--- config.mk ---
export PLATFORM = sky130hd
export DESIGN_NAME = one_wire_bus_master_top_flat
export DESIGN_NICKNAME = d
export VERILOG_FILES = /design/src/rtl/core/owm_pkg.sv /design/src/rtl/core/owm_in_if.sv /design/src/rtl/core/owm_out_if.sv /design/src/rtl/core/owm_cfg.sv /design/src/rtl/core/owm_engine.sv /design/src/rtl/core/one_wire_bus_master_top.sv /design/src/flat_wrapper.sv
export VERILOG_INCLUDE_DIRS = /design/src /design/src/rtl/core
export SDC_FILE = /design/constraint.sdc
export NUM_CORES = 1
export LEC_CHECK = 0
export BUFFER_PORTS_ARGS = -buffer_cell sky130_fd_sc_hd__buf_2
export CORE_MARGIN = 10
export CORE_UTILIZATION = 34
export CTS_CLUSTER_DIAMETER = 80
export DETAILED_ROUTE_END_ITERATION = 12
export SYNTH_ARGS = -nofsm -noshare
export SYNTH_HDL_FRONTEND = slang
export SYNTH_HIERARCHICAL = 1
export SYNTH_SLANG_ARGS = --single-unit
--- constraint.sdc ---
create_clock -name clk -period 6.65 [get_ports clk]
set_input_delay 1.33 -clock clk [delete_from_list [all_inputs] [get_ports clk]]
set_output_delay 1.33 -clock clk [all_outputs]
set_load 0.01 [all_outputs]
--- src/rtl/core/one_wire_bus_master_top_assert.svh ---
// Assertion macros for the one-wire bus master.
// OWM_ASSERT_IMP: same-cycle implication. OWM_ASSERT_NXT: next-cycle implication.
`ifndef ONE_WIRE_BUS_MASTER_TOP_ASSERT_SVH
`define ONE_WIRE_BUS_MASTER_TOP_ASSERT_SVH

`ifndef ASSERT_OFF
`define OWM_ASSERT_IMP(label, clk, rst_n, ante, cons) \
  label: assert property (@(posedge clk) disable iff (!rst_n) (ante) |-> (cons)) \
    else $error("one-wire master check failed");
`define OWM_ASSERT_NXT(label, clk, rst_n, ante, cons) \
  label: assert property (@(posedge clk) disable iff (!rst_n) (ante) |=> (cons)) \
    else $error("one-wire master check failed");
`else
`define OWM_ASSERT_IMP(label, clk, rst_n, ante, cons)
`define OWM_ASSERT_NXT(label, clk, rst_n, ante, cons)
`endif

`endif

--- src/rtl/core/owm_pkg.sv ---
`default_nettype none
package owm_pkg;

  localparam int unsigned BITS_PER_BYTE = 8;

  // register indexes on the configuration port
  localparam logic [2:0] REG_RESET_LOW     = 3'd0;
  localparam logic [2:0] REG_PRESENCE_WAIT = 3'd1;
  localparam logic [2:0] REG_RESET_TAIL    = 3'd2;
  localparam logic [2:0] REG_SHORT_LOW     = 3'd3;
  localparam logic [2:0] REG_SLOT          = 3'd4;
  localparam logic [2:0] REG_RECOVERY      = 3'd5;

  localparam logic [9:0] RESET_LOW_DEF     = 10'd480;
  localparam logic [9:0] PRESENCE_WAIT_DEF = 10'd80;
  localparam logic [9:0] RESET_TAIL_DEF    = 10'd400;
  localparam logic [3:0] SHORT_LOW_DEF     = 4'd1;
  localparam logic [7:0] SLOT_DEF          = 8'd50;
  localparam logic [3:0] RECOVERY_DEF      = 4'd0;

  typedef enum logic [1:0] {
    OP_TICK  = 2'd0,
    OP_RESET = 2'd1,
    OP_WRITE = 2'd2,
    OP_READ  = 2'd3
  } op_t;

  typedef enum logic [6:0] {
    PH_IDLE     = 7'b0000001,
    PH_RST_LOW  = 7'b0000010,
    PH_RST_WAIT = 7'b0000100,
    PH_RST_TAIL = 7'b0001000,
    PH_SLOT_LOW = 7'b0010000,
    PH_SLOT_REL = 7'b0100000,
    PH_RECOVER  = 7'b1000000
  } phase_t;

  typedef struct packed {
    logic [9:0] reset_low;
    logic [9:0] presence_wait;
    logic [9:0] reset_tail;
    logic [3:0] short_low;
    logic [7:0] slot;
    logic [3:0] recovery;
  } cfg_t;

  typedef struct packed {
    op_t        op;
    logic [7:0] write_byte;
    logic       line_level;
  } item_t;

  typedef struct packed {
    logic       drive_low;
    logic       busy_res;
    logic       done_res;
    logic       presence;
    logic [7:0] read_data;
  } res_t;

endpackage
`default_nettype wire

--- src/rtl/core/owm_in_if.sv ---
`default_nettype none
interface owm_in_if;
  logic       valid;
  logic       ready;
  logic [1:0] op;
  logic [7:0] write_byte;
  logic       line_level;

  modport source (output valid, output op, output write_byte, output line_level,
                  input ready);
  modport sink (input valid, input op, input write_byte, input line_level,
                output ready);
endinterface
`default_nettype wire

--- src/rtl/core/owm_out_if.sv ---
`default_nettype none
interface owm_out_if;
  logic       valid;
  logic       ready;
  logic       drive_low;
  logic       busy_res;
  logic       done_res;
  logic       presence;
  logic [7:0] read_data;

  modport source (output valid, output drive_low, output busy_res, output done_res,
                  output presence, output read_data, input ready);
  modport sink (input valid, input drive_low, input busy_res, input done_res,
                input presence, input read_data, output ready);
endinterface
`default_nettype wire

--- src/rtl/core/owm_cfg.sv ---
`default_nettype none
module owm_cfg (
  input  wire logic         clk,
  input  wire logic         rst_n,
  input  wire logic         cfg_we,
  input  wire logic [2:0]   cfg_index,
  input  wire logic [9:0]   cfg_data,
  output owm_pkg::cfg_t     cfg
);

  owm_pkg::cfg_t cfg_r;

  always_ff @(posedge clk) begin
    if (!rst_n) begin
      cfg_r.reset_low     <= owm_pkg::RESET_LOW_DEF;
      cfg_r.presence_wait <= owm_pkg::PRESENCE_WAIT_DEF;
      cfg_r.reset_tail    <= owm_pkg::RESET_TAIL_DEF;
      cfg_r.short_low     <= owm_pkg::SHORT_LOW_DEF;
      cfg_r.slot          <= owm_pkg::SLOT_DEF;
      cfg_r.recovery      <= owm_pkg::RECOVERY_DEF;
    end else if (cfg_we) begin
      case (cfg_index)
        owm_pkg::REG_RESET_LOW:     cfg_r.reset_low     <= cfg_data;
        owm_pkg::REG_PRESENCE_WAIT: cfg_r.presence_wait <= cfg_data;
        owm_pkg::REG_RESET_TAIL:    cfg_r.reset_tail    <= cfg_data;
        owm_pkg::REG_SHORT_LOW:     cfg_r.short_low     <= cfg_data[3:0];
        owm_pkg::REG_SLOT:          cfg_r.slot          <= cfg_data[7:0];
        owm_pkg::REG_RECOVERY:      cfg_r.recovery      <= cfg_data[3:0];
        default: ;
      endcase
    end
  end

  assign cfg = cfg_r;

endmodule
`default_nettype wire

--- src/rtl/core/owm_engine.sv ---
`default_nettype none
module owm_engine #(
  parameter int unsigned BITS_PER_BYTE = owm_pkg::BITS_PER_BYTE
) (
  input  wire logic          clk,
  input  wire logic          rst_n,
  input  wire logic          step_en,
  input  wire owm_pkg::item_t item,
  input  wire owm_pkg::cfg_t  cfg,
  output owm_pkg::res_t      res
);

  owm_pkg::phase_t ph_r, ph_nxt;
  owm_pkg::op_t    cmd_r, cmd_nxt;
  logic [9:0]      tc_r, tc_nxt;
  logic [2:0]      bi_r, bi_nxt;
  logic [7:0]      sb_r, sb_nxt;
  logic            pres_r, pres_nxt;
  logic [7:0]      rb_r, rb_nxt;

  logic [9:0] len;
  logic       wr_zero;
  logic       last_tick;
  logic       end_slot;
  logic       fin;
  logic       done;

  function automatic logic [9:0] at_least_one(input logic [9:0] v);
    at_least_one = (v == 10'd0) ? 10'd1 : v;
  endfunction

  always_comb begin
    ph_nxt   = ph_r;
    cmd_nxt  = cmd_r;
    tc_nxt   = tc_r;
    bi_nxt   = bi_r;
    sb_nxt   = sb_r;
    pres_nxt = pres_r;
    rb_nxt   = rb_r;
    end_slot = 1'b0;
    fin      = 1'b0;
    done     = 1'b0;

    // a command is only taken while idle; it starts on this same tick
    if (ph_r == owm_pkg::PH_IDLE && item.op != owm_pkg::OP_TICK) begin
      cmd_nxt = item.op;
      tc_nxt  = 10'd0;
      bi_nxt  = 3'd0;
      if (item.op == owm_pkg::OP_RESET) begin
        ph_nxt = owm_pkg::PH_RST_LOW;
      end else begin
        sb_nxt = (item.op == owm_pkg::OP_WRITE) ? item.write_byte : 8'd0;
        ph_nxt = owm_pkg::PH_SLOT_LOW;
      end
    end

    res.drive_low = (ph_nxt == owm_pkg::PH_RST_LOW) || (ph_nxt == owm_pkg::PH_SLOT_LOW);
    res.busy_res  = (ph_nxt != owm_pkg::PH_IDLE);

    wr_zero = (cmd_nxt == owm_pkg::OP_WRITE) && !sb_nxt[bi_nxt];

    case (ph_nxt)
      owm_pkg::PH_RST_LOW:  len = at_least_one(cfg.reset_low);
      owm_pkg::PH_RST_WAIT: len = at_least_one(cfg.presence_wait);
      owm_pkg::PH_RST_TAIL: len = at_least_one(cfg.reset_tail);
      owm_pkg::PH_SLOT_LOW: len = wr_zero ? at_least_one({2'b00, cfg.slot})
                                          : at_least_one({6'd0, cfg.short_low});
      owm_pkg::PH_SLOT_REL: len = at_least_one({2'b00, cfg.slot});
      owm_pkg::PH_RECOVER:  len = at_least_one({6'd0, cfg.recovery});
      default:              len = 10'd1;
    endcase

    last_tick = ({1'b0, tc_nxt} + 11'd1) >= {1'b0, len};

    if (ph_nxt != owm_pkg::PH_IDLE) begin
      if (ph_nxt == owm_pkg::PH_RST_TAIL && tc_nxt == 10'd0) begin
        pres_nxt = !item.line_level;
      end
      // read slot: sample on the first released tick
      if (ph_nxt == owm_pkg::PH_SLOT_REL && tc_nxt == 10'd0 &&
          cmd_nxt == owm_pkg::OP_READ) begin
        sb_nxt[bi_nxt] = sb_nxt[bi_nxt] | item.line_level;
      end
      if (!last_tick) begin
        tc_nxt = tc_nxt + 10'd1;
      end else begin
        tc_nxt = 10'd0;
        case (ph_nxt)
          owm_pkg::PH_RST_LOW:  ph_nxt = owm_pkg::PH_RST_WAIT;
          owm_pkg::PH_RST_WAIT: ph_nxt = owm_pkg::PH_RST_TAIL;
          owm_pkg::PH_RST_TAIL: fin = 1'b1;
          owm_pkg::PH_SLOT_LOW: begin
            if (wr_zero) end_slot = 1'b1;
            else ph_nxt = owm_pkg::PH_SLOT_REL;
          end
          owm_pkg::PH_SLOT_REL: end_slot = 1'b1;
          owm_pkg::PH_RECOVER: begin
            bi_nxt = bi_nxt + 3'd1;
            ph_nxt = owm_pkg::PH_SLOT_LOW;
          end
          default: ph_nxt = owm_pkg::PH_IDLE;
        endcase
      end
    end

    if (end_slot) begin
      if (({1'b0, bi_nxt} + 4'd1) >= 4'(BITS_PER_BYTE)) begin
        fin = 1'b1;
      end else if (cfg.recovery != 4'd0) begin
        ph_nxt = owm_pkg::PH_RECOVER;
      end else begin
        bi_nxt = bi_nxt + 3'd1;
        ph_nxt = owm_pkg::PH_SLOT_LOW;
      end
    end

    if (fin) begin
      if (cmd_nxt == owm_pkg::OP_READ) rb_nxt = sb_nxt;
      ph_nxt = owm_pkg::PH_IDLE;
      done   = 1'b1;
    end

    res.done_res  = done;
    res.presence  = pres_nxt;
    res.read_data = rb_nxt;
  end

  always_ff @(posedge clk) begin
    if (!rst_n) begin
      ph_r   <= owm_pkg::PH_IDLE;
      cmd_r  <= owm_pkg::OP_TICK;
      tc_r   <= 10'd0;
      bi_r   <= 3'd0;
      sb_r   <= 8'd0;
      pres_r <= 1'b0;
      rb_r   <= 8'd0;
    end else if (step_en) begin
      ph_r   <= ph_nxt;
      cmd_r  <= cmd_nxt;
      tc_r   <= tc_nxt;
      bi_r   <= bi_nxt;
      sb_r   <= sb_nxt;
      pres_r <= pres_nxt;
      rb_r   <= rb_nxt;
    end
  end

endmodule
`default_nettype wire

--- src/rtl/core/one_wire_bus_master_top.sv ---
// Channel  Direction  Payload
// in_ch    sink       op[1:0], write_byte[7:0], line_level
// out_ch   source     drive_low, busy_res, done_res, presence, read_data[7:0]
// cfg_*    write      cfg_index[2:0], cfg_data[9:0]
//
// One tick item is processed per clock unless the output stalls; each transfer gives
// exactly one result. An item passes the input register, then the phase engine into
// the result register. A stalled output holds the result register; the input register
// keeps taking one more item until it is full. Reset is synchronous, active low.
`default_nettype none
`include "one_wire_bus_master_top_assert.svh"
module one_wire_bus_master_top #(
  parameter int unsigned BITS_PER_BYTE = owm_pkg::BITS_PER_BYTE
) (
  input  wire logic       clk,
  input  wire logic       rst_n,
  owm_in_if.sink          in_ch,
  owm_out_if.source       out_ch,
  input  wire logic       cfg_we,
  input  wire logic [2:0] cfg_index,
  input  wire logic [9:0] cfg_data
);

  logic           s1_v_r, s1_v_nxt;
  owm_pkg::item_t s1_item_r;
  logic           out_v_r, out_v_nxt;
  owm_pkg::res_t  out_res_r;
  owm_pkg::res_t  step_res;
  owm_pkg::cfg_t  cfg;
  logic           in_xfer;
  logic           step;

  assign step    = s1_v_r && (!out_v_r || out_ch.ready);
  assign in_xfer = in_ch.valid && in_ch.ready;
  assign in_ch.ready = !s1_v_r || step;

  always_comb begin
    s1_v_nxt = s1_v_r;
    if (in_xfer) s1_v_nxt = 1'b1;
    else if (step) s1_v_nxt = 1'b0;

    out_v_nxt = out_v_r;
    if (step) out_v_nxt = 1'b1;
    else if (out_ch.ready) out_v_nxt = 1'b0;
  end

  always_ff @(posedge clk) begin
    if (!rst_n) begin
      s1_v_r  <= 1'b0;
      out_v_r <= 1'b0;
    end else begin
      s1_v_r  <= s1_v_nxt;
      out_v_r <= out_v_nxt;
    end
  end

  always_ff @(posedge clk) begin
    if (in_xfer) begin
      s1_item_r.op         <= owm_pkg::op_t'(in_ch.op);
      s1_item_r.write_byte <= in_ch.write_byte;
      s1_item_r.line_level <= in_ch.line_level;
    end
    if (step) out_res_r <= step_res;
  end

  owm_cfg u_cfg (
    .clk       (clk),
    .rst_n     (rst_n),
    .cfg_we    (cfg_we),
    .cfg_index (cfg_index),
    .cfg_data  (cfg_data),
    .cfg       (cfg)
  );

  owm_engine #(
    .BITS_PER_BYTE (BITS_PER_BYTE)
  ) u_engine (
    .clk     (clk),
    .rst_n   (rst_n),
    .step_en (step),
    .item    (s1_item_r),
    .cfg     (cfg),
    .res     (step_res)
  );

  assign out_ch.valid     = out_v_r;
  assign out_ch.drive_low = out_res_r.drive_low;
  assign out_ch.busy_res  = out_res_r.busy_res;
  assign out_ch.done_res  = out_res_r.done_res;
  assign out_ch.presence  = out_res_r.presence;
  assign out_ch.read_data = out_res_r.read_data;

  `OWM_ASSERT_IMP(a_done_busy, clk, rst_n, out_v_r && out_res_r.done_res, out_res_r.busy_res)
  `OWM_ASSERT_IMP(a_idle_released, clk, rst_n, out_v_r && !out_res_r.busy_res,
                  !out_res_r.drive_low)
  `OWM_ASSERT_IMP(a_stall_full, clk, rst_n, !in_ch.ready, s1_v_r && out_v_r)
  `OWM_ASSERT_NXT(a_step_fills, clk, rst_n, step, out_v_r)

endmodule
`default_nettype wire
--- src/flat_wrapper.sv ---
// flat-port wrapper written by rule: the top's interface ports become plain ports
module one_wire_bus_master_top_flat 
#(
  parameter int unsigned BITS_PER_BYTE = owm_pkg::BITS_PER_BYTE
)
  (clk, rst_n, cfg_we, cfg_index, cfg_data, in_ch_valid, in_ch_op, in_ch_write_byte, in_ch_line_level, in_ch_ready, out_ch_valid, out_ch_drive_low, out_ch_busy_res, out_ch_done_res, out_ch_presence, out_ch_read_data, out_ch_ready);
  owm_in_if in_ch_i ();
  owm_out_if out_ch_i ();
  input  wire logic clk;
  input  wire logic rst_n;
  input  wire logic cfg_we;
  input  wire logic [2:0] cfg_index;
  input  wire logic [9:0] cfg_data;
  input wire logic [$bits(in_ch_i.valid)-1:0] in_ch_valid;
  input wire logic [$bits(in_ch_i.op)-1:0] in_ch_op;
  input wire logic [$bits(in_ch_i.write_byte)-1:0] in_ch_write_byte;
  input wire logic [$bits(in_ch_i.line_level)-1:0] in_ch_line_level;
  output wire logic [$bits(in_ch_i.ready)-1:0] in_ch_ready;
  output wire logic [$bits(out_ch_i.valid)-1:0] out_ch_valid;
  output wire logic [$bits(out_ch_i.drive_low)-1:0] out_ch_drive_low;
  output wire logic [$bits(out_ch_i.busy_res)-1:0] out_ch_busy_res;
  output wire logic [$bits(out_ch_i.done_res)-1:0] out_ch_done_res;
  output wire logic [$bits(out_ch_i.presence)-1:0] out_ch_presence;
  output wire logic [$bits(out_ch_i.read_data)-1:0] out_ch_read_data;
  input wire logic [$bits(out_ch_i.ready)-1:0] out_ch_ready;
  assign in_ch_i.valid = in_ch_valid;
  assign in_ch_i.op = in_ch_op;
  assign in_ch_i.write_byte = in_ch_write_byte;
  assign in_ch_i.line_level = in_ch_line_level;
  assign in_ch_ready = in_ch_i.ready;
  assign out_ch_valid = out_ch_i.valid;
  assign out_ch_drive_low = out_ch_i.drive_low;
  assign out_ch_busy_res = out_ch_i.busy_res;
  assign out_ch_done_res = out_ch_i.done_res;
  assign out_ch_presence = out_ch_i.presence;
  assign out_ch_read_data = out_ch_i.read_data;
  assign out_ch_i.ready = out_ch_ready;
  one_wire_bus_master_top #(.BITS_PER_BYTE(BITS_PER_BYTE)) u_core (.clk(clk), .rst_n(rst_n), .in_ch(in_ch_i), .out_ch(out_ch_i), .cfg_we(cfg_we), .cfg_index(cfg_index), .cfg_data(cfg_data));
endmodule
* After elaboration in Yosys (flattened, before gate mapping) *
Index checks and enable logic that the tools add are counted.

word-level totals
  logic and storage cells = 141
  ROM bits = 0
  memories kept = 0
  latch bits = 0
  memory bits (writable) = 0
  bits in registers = 110
  input port bits = 29

operators by class
  bitwise gates (word level) = 1
  equality and inequality tests = 17
  mux-type cells = 57
  div/mod/pow operators = 0
  $add $sub $neg = 5
  multiply operators = 0
  magnitude comparators = 4
  reductions and logical operators = 34
  shift operators = 0

operator list
  kind                                                                    count
  10-bit two-way mux                                                      7
  8-bit two-way mux                                                       8
  10-bit one-hot mux with 6 select lines                                  1
  7-bit two-way mux                                                       8
  10-bit zero test                                                        4
  7-bit one-hot mux with 5 select lines                                   1
  3-bit two-way mux                                                       7
  1-bit two-way mux                                                       17
  2-bit AND reduction                                                     6
  10-bit by 1-bit adder with 11-bit output (second input constant)        1
  11-bit by 10-bit >= comparator with 1-bit output                        1
  10-bit by 1-bit adder with 10-bit output (second input constant)        1
  8-bit bitwise mux                                                       1
  1-bit logical AND                                                       8
  4-bit zero test                                                         2
  8-bit zero test                                                         1
  4-bit two-way mux                                                       2
  7-bit by 1-bit equality test with 1-bit output (second input constant)  1
  7-bit by 2-bit equality test with 1-bit output (second input constant)  1
  7-bit by 3-bit equality test with 1-bit output (second input constant)  1
  7-bit by 4-bit equality test with 1-bit output (second input constant)  1
  7-bit by 5-bit equality test with 1-bit output (second input constant)  1
  7-bit by 6-bit equality test with 1-bit output (second input constant)  1
  7-bit equality test (second input constant)                             1
  23 further kinds                                                        35

* Longest topological paths before layout *
Gate-level depths: netlist (run 1).

  depth in word-level cells = 18
  mapped depth = 24
  mapped depth without buffers = 22

* Modules after synthesis *
The synthesis (run 1) kept the hierarchy.

modules (own cells, without submodules)
  module                   instances  sequential area each (µm²)  area an instance (µm²)  cells an instance
  owm_engine               1          780.7                       3714.8                  476
  owm_cfg                  1          920.9                       1823.0                  176
  one_wire_bus_master_top  1          730.7                       794.5                   32

* Worst setup path before layout (run 1) *
Ideal clock, no wire load.

  path kind = register -> register
  start = register u_core.u_engine.ph_r[1]
  end = register u_core.u_engine.bi_r[2]
  stages on the path, launching flop included = 24
  path slack = 1437 ps
  data arrival time = 5092 ps
  clock period less this slack = 5213 ps
  data required time = 6530 ps
  library setup time = 120 ps
  path buffers = 3
  path through = dfxtp_1 > buf_6 > or4b_4 > buf_6 > o31ai_4 > mux4_1 > mux2i_2 > a21o_1 > nand2_1 > mux2_2 > o21ai_0 > ha_1 > nand2b_1 > a211o_1 > a21oi_1 > o21ai_0 > clkbuf_1 > a21oi_1 > a31o_2 > ha_1 > nand2_1 > a2111o_1 > a21boi_0 > o31ai_1

on the way
  longest elaborated chain between the ends = 16
  elaborated cells between the ends (all ways) = 37
  classes of those cells = add/sub (4); order compare (2); eq/ne (9); mux (19); reduce/logical (3)

ends and longest elaborated chain
  element                                                                                                  RTL line                              RTL
  start, declared                                                                                          owm_engine.sv:13                      owm_pkg::phase_t ph_r, ph_nxt;
  start signal, assigned                                                                                   owm_engine.sv:130                     ph_r <= owm_pkg::PH_IDLE;
  start signal, assigned                                                                                   owm_engine.sv:138                     ph_r <= ph_nxt;
  7-bit by 1-bit equality test with 1-bit output                                                           owm_engine.sv:45                      if (ph_r == owm_pkg::PH_IDLE && item.op != owm_pkg::OP_TICK) begin
  1-bit logical AND                                                                                        owm_engine.sv:45
  8-bit two-way mux / 3-bit two-way mux (equally long branches)                                            owm_engine.sv:45
  1-bit binary-select mux with 3-bit select                                                                owm_engine.sv:60                      wr_zero = (cmd_nxt == owm_pkg::OP_WRITE) && !sb_nxt[bi_nxt];
  1-bit two-way mux (not written as such)                                                                  owm_engine.sv:60
  1-bit zero test                                                                                          owm_engine.sv:60
  1-bit logical AND                                                                                        owm_engine.sv:60
  10-bit two-way mux                                                                                       owm_engine.sv:66                      owm_pkg::PH_SLOT_LOW: len = wr_zero ? at_least_one({2'b00, cfg.slot})
  10-bit one-hot mux with 6 select lines                                                                   owm_engine.sv:62                      case (ph_nxt)
  11-bit by 10-bit >= comparator with 1-bit output                                                         owm_engine.sv:73                      last_tick = ({1'b0, tc_nxt} + 11'd1) >= {1'b0, len};
  3-bit two-way mux                                                                                        owm_engine.sv:84                      if (!last_tick) begin
  3-bit two-way mux                                                                                        owm_engine.sv:75                      if (ph_nxt != owm_pkg::PH_IDLE) begin
  3-bit by 1-bit adder with 4-bit output / 3-bit by 1-bit adder with 3-bit output (equally long branches)  owm_engine.sv:107, owm_engine.sv:112
  4-bit >= comparator / 3-bit two-way mux (equally long branches)                                          owm_engine.sv:107, owm_engine.sv:109
  3-bit two-way mux                                                                                        owm_engine.sv:107                     if (({1'b0, bi_nxt} + 4'd1) >= 4'(BITS_PER_BYTE)) begin
  3-bit two-way mux *                                                                                      owm_engine.sv:106                     if (end_slot) begin
  end signal, assigned                                                                                     owm_engine.sv:141                     bi_r <= bi_nxt;
  end, declared                                                                                            owm_engine.sv:16                      logic [2:0] bi_r, bi_nxt;

Mark *: on every way between the ends. The rest lies on a longest branch, timed or not. The select of a mux whose other input is x is not followed.
A chain may end at the register's enable or synchronous reset.

* Final worst setup path (run 1) *
  start = register u_core.u_engine.ph_r[0]
  end = register u_core.u_engine.bi_r[1]

Same word-level chain as after synthesis.

==> results.md, run 1 <==
- Dividing total power by cell area gives a power density of 206.7 nW/um^2.
- The average instance in the mapped netlist occupies 9.258 sq um.
- The global placer's final weighted congestion is 0.9558.
- The maximum clock insertion buffer count is 2.
- The core occupancy in the finished layout is between 30% and 40%.
- Counting flops and latches in the post-synthesis netlist gives 110.
- The number of antenna cells inserted is 0.
- The starting utilization of the core area is roughly a third.
- The final worst clock skew is 0.007485 ns.
- The worst stage delay on the critical path is between 0.6 and 0.7 ns.
- Data on the critical path arrives at its endpoint at roughly 6.0 ns.
- The worst register-to-register path ends at u_core/u_engine/bi_r[1]$_SDFFE_PN0P_.
- In this run, the combinational gates consume 14.7% of the power.
- The HPWL after detailed placement is 11540 um.
- Counting every instance in the synthesized netlist gives 684.
- The number of global-route vias before repair is 4890.
- The critical path goes through or4b_4 -> o31ai_4 -> mux4_1 -> mux2i_2 -> a21o_1 -> nand2_1 -> mux2_2 -> o21ai_0 -> ha_1 -> nand2b_1 -> a211o_1 -> a21oi_1 -> o21a_1 -> nor3_1 -> or2_2 -> ha_1 -> nor4b_1 -> o21ai_0 -> a32o_1.
- The H-tree was split into 3 levels.
- During placement, the flow inserted port buffers numbering 42.
- The number of setup violations in the final report is 0.
- The count of yosys warnings during synthesis is 6.
- The start point of the critical path is u_core/u_engine/ph_r[0]$_SDFFE_PN1P_.
- The ratio of routed vias to standard cells is 5.479.
- The pin count of the biggest net entering global routing is 66.
- The library cell used most frequently in the layout, excluding fill and tap cells, is sky130_fd_sc_hd__nand2_1.
- The post-place setup slack is 0.9643 ns.
- The end point of the critical path is u_core/u_engine/bi_r[1]$_SDFFE_PN0P_.
- In this run, post-CTS hold repair placed 0 buffers.
- The worst hold path passes through 2 cells.
- The area occupied by registers is 2432 sq um.
- The global route total overflow is 0.
- The floorplan step set the die width to 156.5 um.
- The clock network latency to the later pin of the worst-skew pair is 0.36 ns.
- Across all register-to-register paths, the minimum setup slack is roughly 0.91 ns.
- The number of fill cells is 1840.
- The number of CTS-inserted buffers is 9.
- The area added between synthesis and finish is 10.35%.
- The total design power is around 1.4 mW.
- The routed via count is approximately 5000.
- Counting flops with an async set or reset pin after synthesis yields a share of 0%.
- Counting every net in the synthesized netlist gives 727.
- The maximum achievable frequency is 174.3 MHz.
- In the final layout, the share of cells above drive strength 1 is 15.13%.
- The clock transition at the register clock pins on the worst setup and hold paths after CTS is 0.07 ns.
- The critical path buffer and inverter count is 0.
- The capturing element type of the critical path is a register.
- The slowest stage of the critical path is the sky130_fd_sc_hd__mux4_1 cell.
- The root cell of the clock tree is sky130_fd_sc_hd__clkbuf_16.
- The slew at the pin with the worst max-slew slack is between 1 and 1.5 ns.
- The family with the most delay on the worst path is compound AO/OA/AOI/OAI gates.
- Leaving out fill and tap cells, the most frequent cells in the layout are sky130_fd_sc_hd__nand2_1, sky130_fd_sc_hd__dfxtp_1, sky130_fd_sc_hd__mux2i_1.
- The final-layout setup total negative slack is 0 ns.
- For the worst setup path, the data required time is 6.91 ns.
- The analysis attributes to cell leakage a power of 2.672 nW.
- VDD sags by at most 0.1238 mV.
- Row generation in the floorplan step produced 49 rows.
- For this design, the sink count on the clock tree is 110.
- In this run, the clock network consumes 35.7% of the power.
- Along the worst path, the maximum fanout reaches 14.
- The startpoint of the worst register-to-register path is u_core/u_engine/ph_r[0]$_SDFFE_PN1P_.
- The share of synthesized area occupied by flip-flops and latches is 38.41%.
- The max capacitance violation total is 0.
- Net switching is 28.11% of the power.
- At the end of the flow, the number of nets in the layout was 745.
- The cell depth of the worst setup path is 19.
- The floorplan step defined a core boundary enclosing between 15000 and 20000 sq um.
- The CTS tree is done.
- Of the total power, registers draw 49.6%.
- The tightest slew margin relative to the limit is 30.94%.
- The portion of the clock cycle consumed by the worst path in the final layout is 86.29%.
- The top-level I/O count is 43.
- For this block, the routed nets add up to 15950 um of wire.
- Once the clock tree was built, the setup fixing pass inserted 0 buffers.
- In this run the worst hold path is classified as register to register.
- The number of enable flip-flop cells after synthesis is 23.
- The count of final max-slew check failures was 0.
- The clock period minus final worst setup slack is 5.738 ns.
- The cell-internal power is approximately 1.0 mW.
- The worst setup path is of the register to register kind.
- Summing all multi-input logic gate instances after layout gives roughly 3700 sq um.
- The initial antenna violation count is 0.
- In this run, post-CTS repair resized a total of 0 instances.
- Setup repair after global routing left no endpoint under its margin.
- After detailed routing, the average wire length per cell comes to 17.04 um.
- STA classifies the critical path startpoint as a register.
- The finished cells cover 6988 sq um.
- Summing all placed instances gives a cell area of 6706 sq um.
- The predominant post-synthesis flop cell is sky130_fd_sc_hd__dfxtp_1.
- For this design the total switching power over the nets is 0.4059 mW.
- Once detail routing completed, the nets flagged for antenna violations numbered 0.
- The DRC violations left is 0.
- The combined global-route utilization of all metal layers is 13.25%.
- The die covers 24480 sq um.
- The number of DRC violations after detailed-routing iteration 0 is 518.
- The number of different library cells used by synthesis comes to 80.
- The first-pass GRT wire length is around 26000 um.
- The number of hold violations in the final report is 0.
- The netlist area before placement is 6332 sq um.
- Once routing completed, OpenROAD measured the worst setup slack at 0.9120 ns.
- The length in cells of the worst reg-to-reg path is 19.
- The chip height is 156.5 um.
- The flow ran to the end, and the final reports show no timing, DRC or antenna violations.
- The detailed-router iteration count before antenna repair is 6.
stage by stage:
step | hold WS (ns) | cells
finish | 0.4592 | 936
global placement | 0.4413 | 920
global route | 0.4798 | 936
floorplan | 0.4313 | 684
CTS | 0.4590 | 936
detailed placement | 0.4468 | 920
power groups by stage:
stage               logic [mW]  registers (mW)  clock network, mW
finish                   0.213           0.716              0.515
global route             0.235           0.719              0.562
CTS                      0.212           0.716              0.536
detailed placement       0.211           0.732                  0
global placement         0.211           0.731                  0
floorplan                0.154           0.725                  0
final cells by class:
| type | count | area share [%] |
|---|---|---|
| clock inverters | 7 | 0.8057 |
| well taps | 229 | 4.100 |
| flip-flops and latches | 110 | 34.81 |
| clock buffers | 9 | 3.223 |
| repair buffers | 52 | 4.082 |
| multi-input cells | 516 | 52.28 |
| inverters | 13 | 0.6983 |
per-layer routing:
metal	vias up	global-route usage, %	part of all wire, %
met2	157	20.03	44
met4	0	4.225	1.2
li1	2565	-	-
met3	10	3.180	6.4
met1	2396	18.16	49
met5	-	0	0
cells in the mapped netlist (all sizes together) (15+ instances only):
master | number | area share, %
nand2 | 102 | 6.0
nor2 | 20 | 1.2
nand3 | 21 | 1.7
o21ai | 27 | 2.2
edfxtp | 23 | 11
nor2b | 53 | 5.4
nor4 | 16 | 1.6
clkbuf | 31 | 1.9
a21oi | 24 | 2.0
dfxtp | 87 | 28
mux2i | 67 | 11
mux2 | 15 | 2.7
flip-flops by register name (all words and copies together) (netlist names):
| register | count |
|---|---|
| u_core/u_cfg/cfg | 46 |
| u_core/s1_item_r | 11 |
| u_core/u_engine/tc_r | 10 |
| u_core/out_ch.read_data | 8 |
| u_core/u_engine/rb_r | 8 |
| u_core/u_engine/sb_r | 8 |
| u_core/u_engine/ph_r | 7 |
| u_core/u_engine/bi_r | 3 |
| u_core/u_engine/cmd_r | 2 |
| u_core/out_ch.busy_res | 1 |
| u_core/out_ch.done_res | 1 |
| u_core/out_ch.drive_low | 1 |
| u_core/out_ch.presence | 1 |
| u_core/out_ch.valid | 1 |
| u_core/s1_v_r | 1 |
| u_core/u_engine/pres_r | 1 |
worst min-delay path by stage:
stage,start,slack [ns],endpoint
2_1_floorplan,u_core/u_engine/rb_r[3]$_SDFFE_PN0P_,0.43,u_core/u_engine/rb_r[3]$_SDFFE_PN0P_
3_3_place_gp,u_core/u_engine/rb_r[5]$_SDFFE_PN0P_,0.44,u_core/u_engine/rb_r[5]$_SDFFE_PN0P_
3_5_place_dp,u_core/u_engine/rb_r[6]$_SDFFE_PN0P_,0.45,u_core/u_engine/rb_r[6]$_SDFFE_PN0P_
4_1_cts,u_core/u_engine/rb_r[6]$_SDFFE_PN0P_,0.46,u_core/u_engine/rb_r[6]$_SDFFE_PN0P_
5_1_grt,u_core/u_engine/rb_r[2]$_SDFFE_PN0P_,0.48,u_core/u_engine/rb_r[2]$_SDFFE_PN0P_
6_report,u_core/u_engine/rb_r[6]$_SDFFE_PN0P_,0.46,u_core/u_engine/rb_r[6]$_SDFFE_PN0P_
worst reg2reg max path, delay by kind of cell (launching register included):
kind / cells / cell delay, ns
flops: 1 / 0.55
mux: 3 / 1.25
fa+ha+maj: 2 / 0.54
compound gates: 8 / 1.85
simple gates: 6 / 1.45
cell families (layout without fill, tap and decap cells):
kind of cell	count (synthesis)	after routing	synth area share, %
and+or+nand+nor	286	286	24.72
AOI/OAI and AO/OA	124	124	14.64
DFF	110	110	38.41
muxes	84	84	14.15
buffers and inverters	58	81	4.208
adders and majority gates	14	14	2.766
xor gates and xnor gates	8	8	1.107
No activity file was read; power rests on OpenSTA's default activity.
==> run 2: changes to the inputs <==
--- a/config.mk
+++ b/config.mk
@@ -9,6 +9,7 @@
 export BUFFER_PORTS_ARGS = -buffer_cell sky130_fd_sc_hd__buf_2
 export CORE_MARGIN = 10
 export CORE_UTILIZATION = 34
+export CTS_BUF_LIST = sky130_fd_sc_hd__clkbuf_4
 export CTS_CLUSTER_DIAMETER = 80
 export DETAILED_ROUTE_END_ITERATION = 12
 export SYNTH_ARGS = -nofsm -noshare
==> results.md, run 2 (synthesis gave the netlist of run 1 again) <==
- The beginning of the worst hold path is u_core/u_engine/rb_r[6]$_SDFFE_PN0P_.
- The routed via count is 5132.
- The final routed wire length divided by cell count is 16.95 um.
- The highest fanout seen on the critical path is 14.
- The combined global-route utilization of all metal layers is 13.21%.
- The critical path contains buffers and inverters numbering 0 combined.
- The area growth from synthesis to layout is 7.904%.
- Once detail routing completed, the nets flagged for antenna violations numbered 0.
- Dividing the detail-routed via count by the number of cells gives 5.477.
- The data arrival time at the worst-slack endpoint is 6.13 ns.
- The path type of the worst min-delay path is register to register.
- Derived from the worst setup path, the maximum achievable clock frequency is 174.7 MHz.
- At the worst endpoint, the required time is 7.06 ns.
- The tree built by TritonCTS fans out to 110 sinks.
- The overall routed net length is between 15000 and 20000 um.
- The H-tree level count is 3.
- The total design power is 1.245 mW.
- The type of the worst setup path is register to register.
- Across the run, the number of max-cap violations was 0.
- The first-pass GRT wire length is 26190 um.
- The final hold slack is 0.4671 ns.
- After floorplanning, the core was divided into 49 placement rows.
- The hold-critical path depth is 2.
- Setup violations remaining at the end of the flow were counted as 0.
- Once placement completed, the tool counted placed cells totaling 920.
- The path with the worst hold slack has its endpoint at u_core/u_engine/rb_r[6]$_SDFFE_PN0P_.
- The first detailed-routing pass took 8 iterations.
- The global placer's final weighted congestion is about 0.96.
- The initial antenna violation count was 1.
- Counting along the longest clock path gives a buffer depth of 2.
- The core region is around 18000 sq um.
- The capture instance of the worst register-to-register path is u_core/u_engine/bi_r[1]$_SDFFE_PN0P_.
- Buffers inserted during clock tree synthesis total 9.
- At the end of the flow the core is filled with cells to 37.65%.
- Leaving out fill and tap cells, the most frequent cells in the layout are sky130_fd_sc_hd__nand2_1, sky130_fd_sc_hd__dfxtp_1, sky130_fd_sc_hd__mux2i_1.
- In this run the horizontal extent of the chip is 156.5 um.
- The final HPWL from detailed placement is 11540 um.
- The root cell of the clock tree is sky130_fd_sc_hd__clkbuf_4.
- The count of placed standard cells in the final layout, fillers left out is ~940.
- After global routing the overflow that remains totals 0.
- The signal on the critical path passes through or4b_4 -> o31ai_4 -> mux4_1 -> mux2i_2 -> a21o_1 -> nand2_1 -> mux2_2 -> o21ai_0 -> ha_1 -> nand2b_1 -> a211o_1 -> a21oi_1 -> o21a_1 -> nor3_1 -> or2_2 -> ha_1 -> nor4b_1 -> o21ai_0 -> a32o_1.
- The length in cells of the worst reg-to-reg path is 19.
- Setup repair after global routing left no endpoint under its margin.
- The chip height is roughly 160 um.
- The clock period minus final worst setup slack is 5.723 ns.
- Leaving out fill and tap cells, the most frequent cell in the layout is sky130_fd_sc_hd__nand2_1.
- The final-stage net count is 745.
- The clock transition at the register clock pins on the worst setup and hold paths after CTS is about 0.17 ns.
- The top-level I/O count is 43.
- The proportion of layout cells with a drive suffix above 1 is 15.13%.
- Across the routed clock network, the largest skew measured is around 0.028 ns.
- The start point of the critical path is u_core/u_engine/ph_r[0]$_SDFFE_PN1P_.
- The number of hold violations in the final report is 0.
- The startpoint of the worst register-to-register path is u_core/u_engine/ph_r[0]$_SDFFE_PN1P_.
- The analysis attributes to cell leakage a power of approximately 2.6 nW.
- The worst register-to-register path has a setup slack of approximately 0.93 ns.
- Entering global routing, the biggest net connects 66 pins.
- The number of flip-flops in the largest register is 46.
- The maximum vdd ir drop is 0.07221 mV.
- The number of DRC violations after detailed-routing iteration 0 is 460.
- The floorplan step defined a die boundary enclosing 24480 sq um.
- STA classifies the critical path startpoint as a register.
- The number of resized instances in the post-cts repair step is 0.
- The number of global-route vias before repair is 4875.
- The critical path runs through a total of 19 cells.
- The largest single stage delay on the critical path is 0.64 ns.
- The run finished with clean final reports.
- Headroom to the max-slew limit came out at 31.38%.
- The CTS tree is done.
- The count of final max-slew check failures is 0.
- The portion of the clock cycle consumed by the worst path in the final layout is 86.06%.
- The starting utilization of the core area is 34.89%.
- The number of hold buffers added after CTS was 0.
- The critical-path cell with the highest stage delay is sky130_fd_sc_hd__mux4_1.
- The worst setup path is captured at a register.
- The final-layout setup total negative slack is 0 ns.
- The clock network latency to the later pin of the worst-skew pair is roughly 0.50 ns.
- For this design the ratio of total power to cell area is 182.2 nW/um^2.
- The cell family contributing the most delay on the critical path is compound AO/OA/AOI/OAI gates.
- The number of setup buffers added after CTS is 0.
- After detailed routing, the number of remaining DRC violations is 0.
- In this run the tool buffered the top-level ports with 42 buffer cells.
- The slew at the pin with the worst max-slew slack is 1.029 ns.
-- run 2: final cells by class --
cell class                 instances  area [sq um]
sequential                       110          2432
timing repair buffer              52         285.3
tap                              229         286.5
multi-input combinational        516          3654
clock inverter                     7         56.30
fill                            1855         11310
clock buffer                       9         67.56
antenna                            1         2.502
inverter                          13         48.80
-- run 2: report_power, final --
part           internal (mW)  switching, mW  leakage, nW
combinational         0.0803          0.132         1.61
sequential             0.700         0.0171        0.925
clock                 0.0817          0.233       0.0722
-- run 2: per-stage QoR --
stage,instance area [sq um],worst slack (ns)
floorplan,6332,1.437
global placement,6706,1.104
detailed placement,6706,0.9643
CTS,6830,0.9177
global route,6833,0.4851
finish,6833,0.9269
-- run 2: how the worst max path moves through the flow --
| stage | to | slack, ns |
|---|---|---|
| 2_1_floorplan | u_core/u_engine/bi_r[2]$_SDFFE_PN0P_ | 1.44 |
| 3_3_place_gp | u_core/u_engine/bi_r[1]$_SDFFE_PN0P_ | 1.10 |
| 5_1_grt | u_core/u_engine/bi_r[1]$_SDFFE_PN0P_ | 0.49 |
| 4_1_cts | u_core/u_engine/bi_r[1]$_SDFFE_PN0P_ | 0.92 |
| 6_report | u_core/u_engine/bi_r[1]$_SDFFE_PN0P_ | 0.93 |
| 3_5_place_dp | u_core/u_engine/bi_r[1]$_SDFFE_PN0P_ | 0.96 |
-- run 2: layer usage --
metal / GRT usage, % / vias to the layer above / wire length [um]
li1: - / 2563 / -
met1: 18.11 / 2401 / 7692
met2: 19.54 / 148 / 6903
met3: 3.536 / 20 / 1022
met4: 4.584 / 0 / 266
met5: 0 / - / 0
-- run 2: worst min-delay path, delay by kind of cell (launching register included) --
family	cells	cell delay (ns)
mux	1	0.05
simple gates	1	0.05
flops	1	0.34
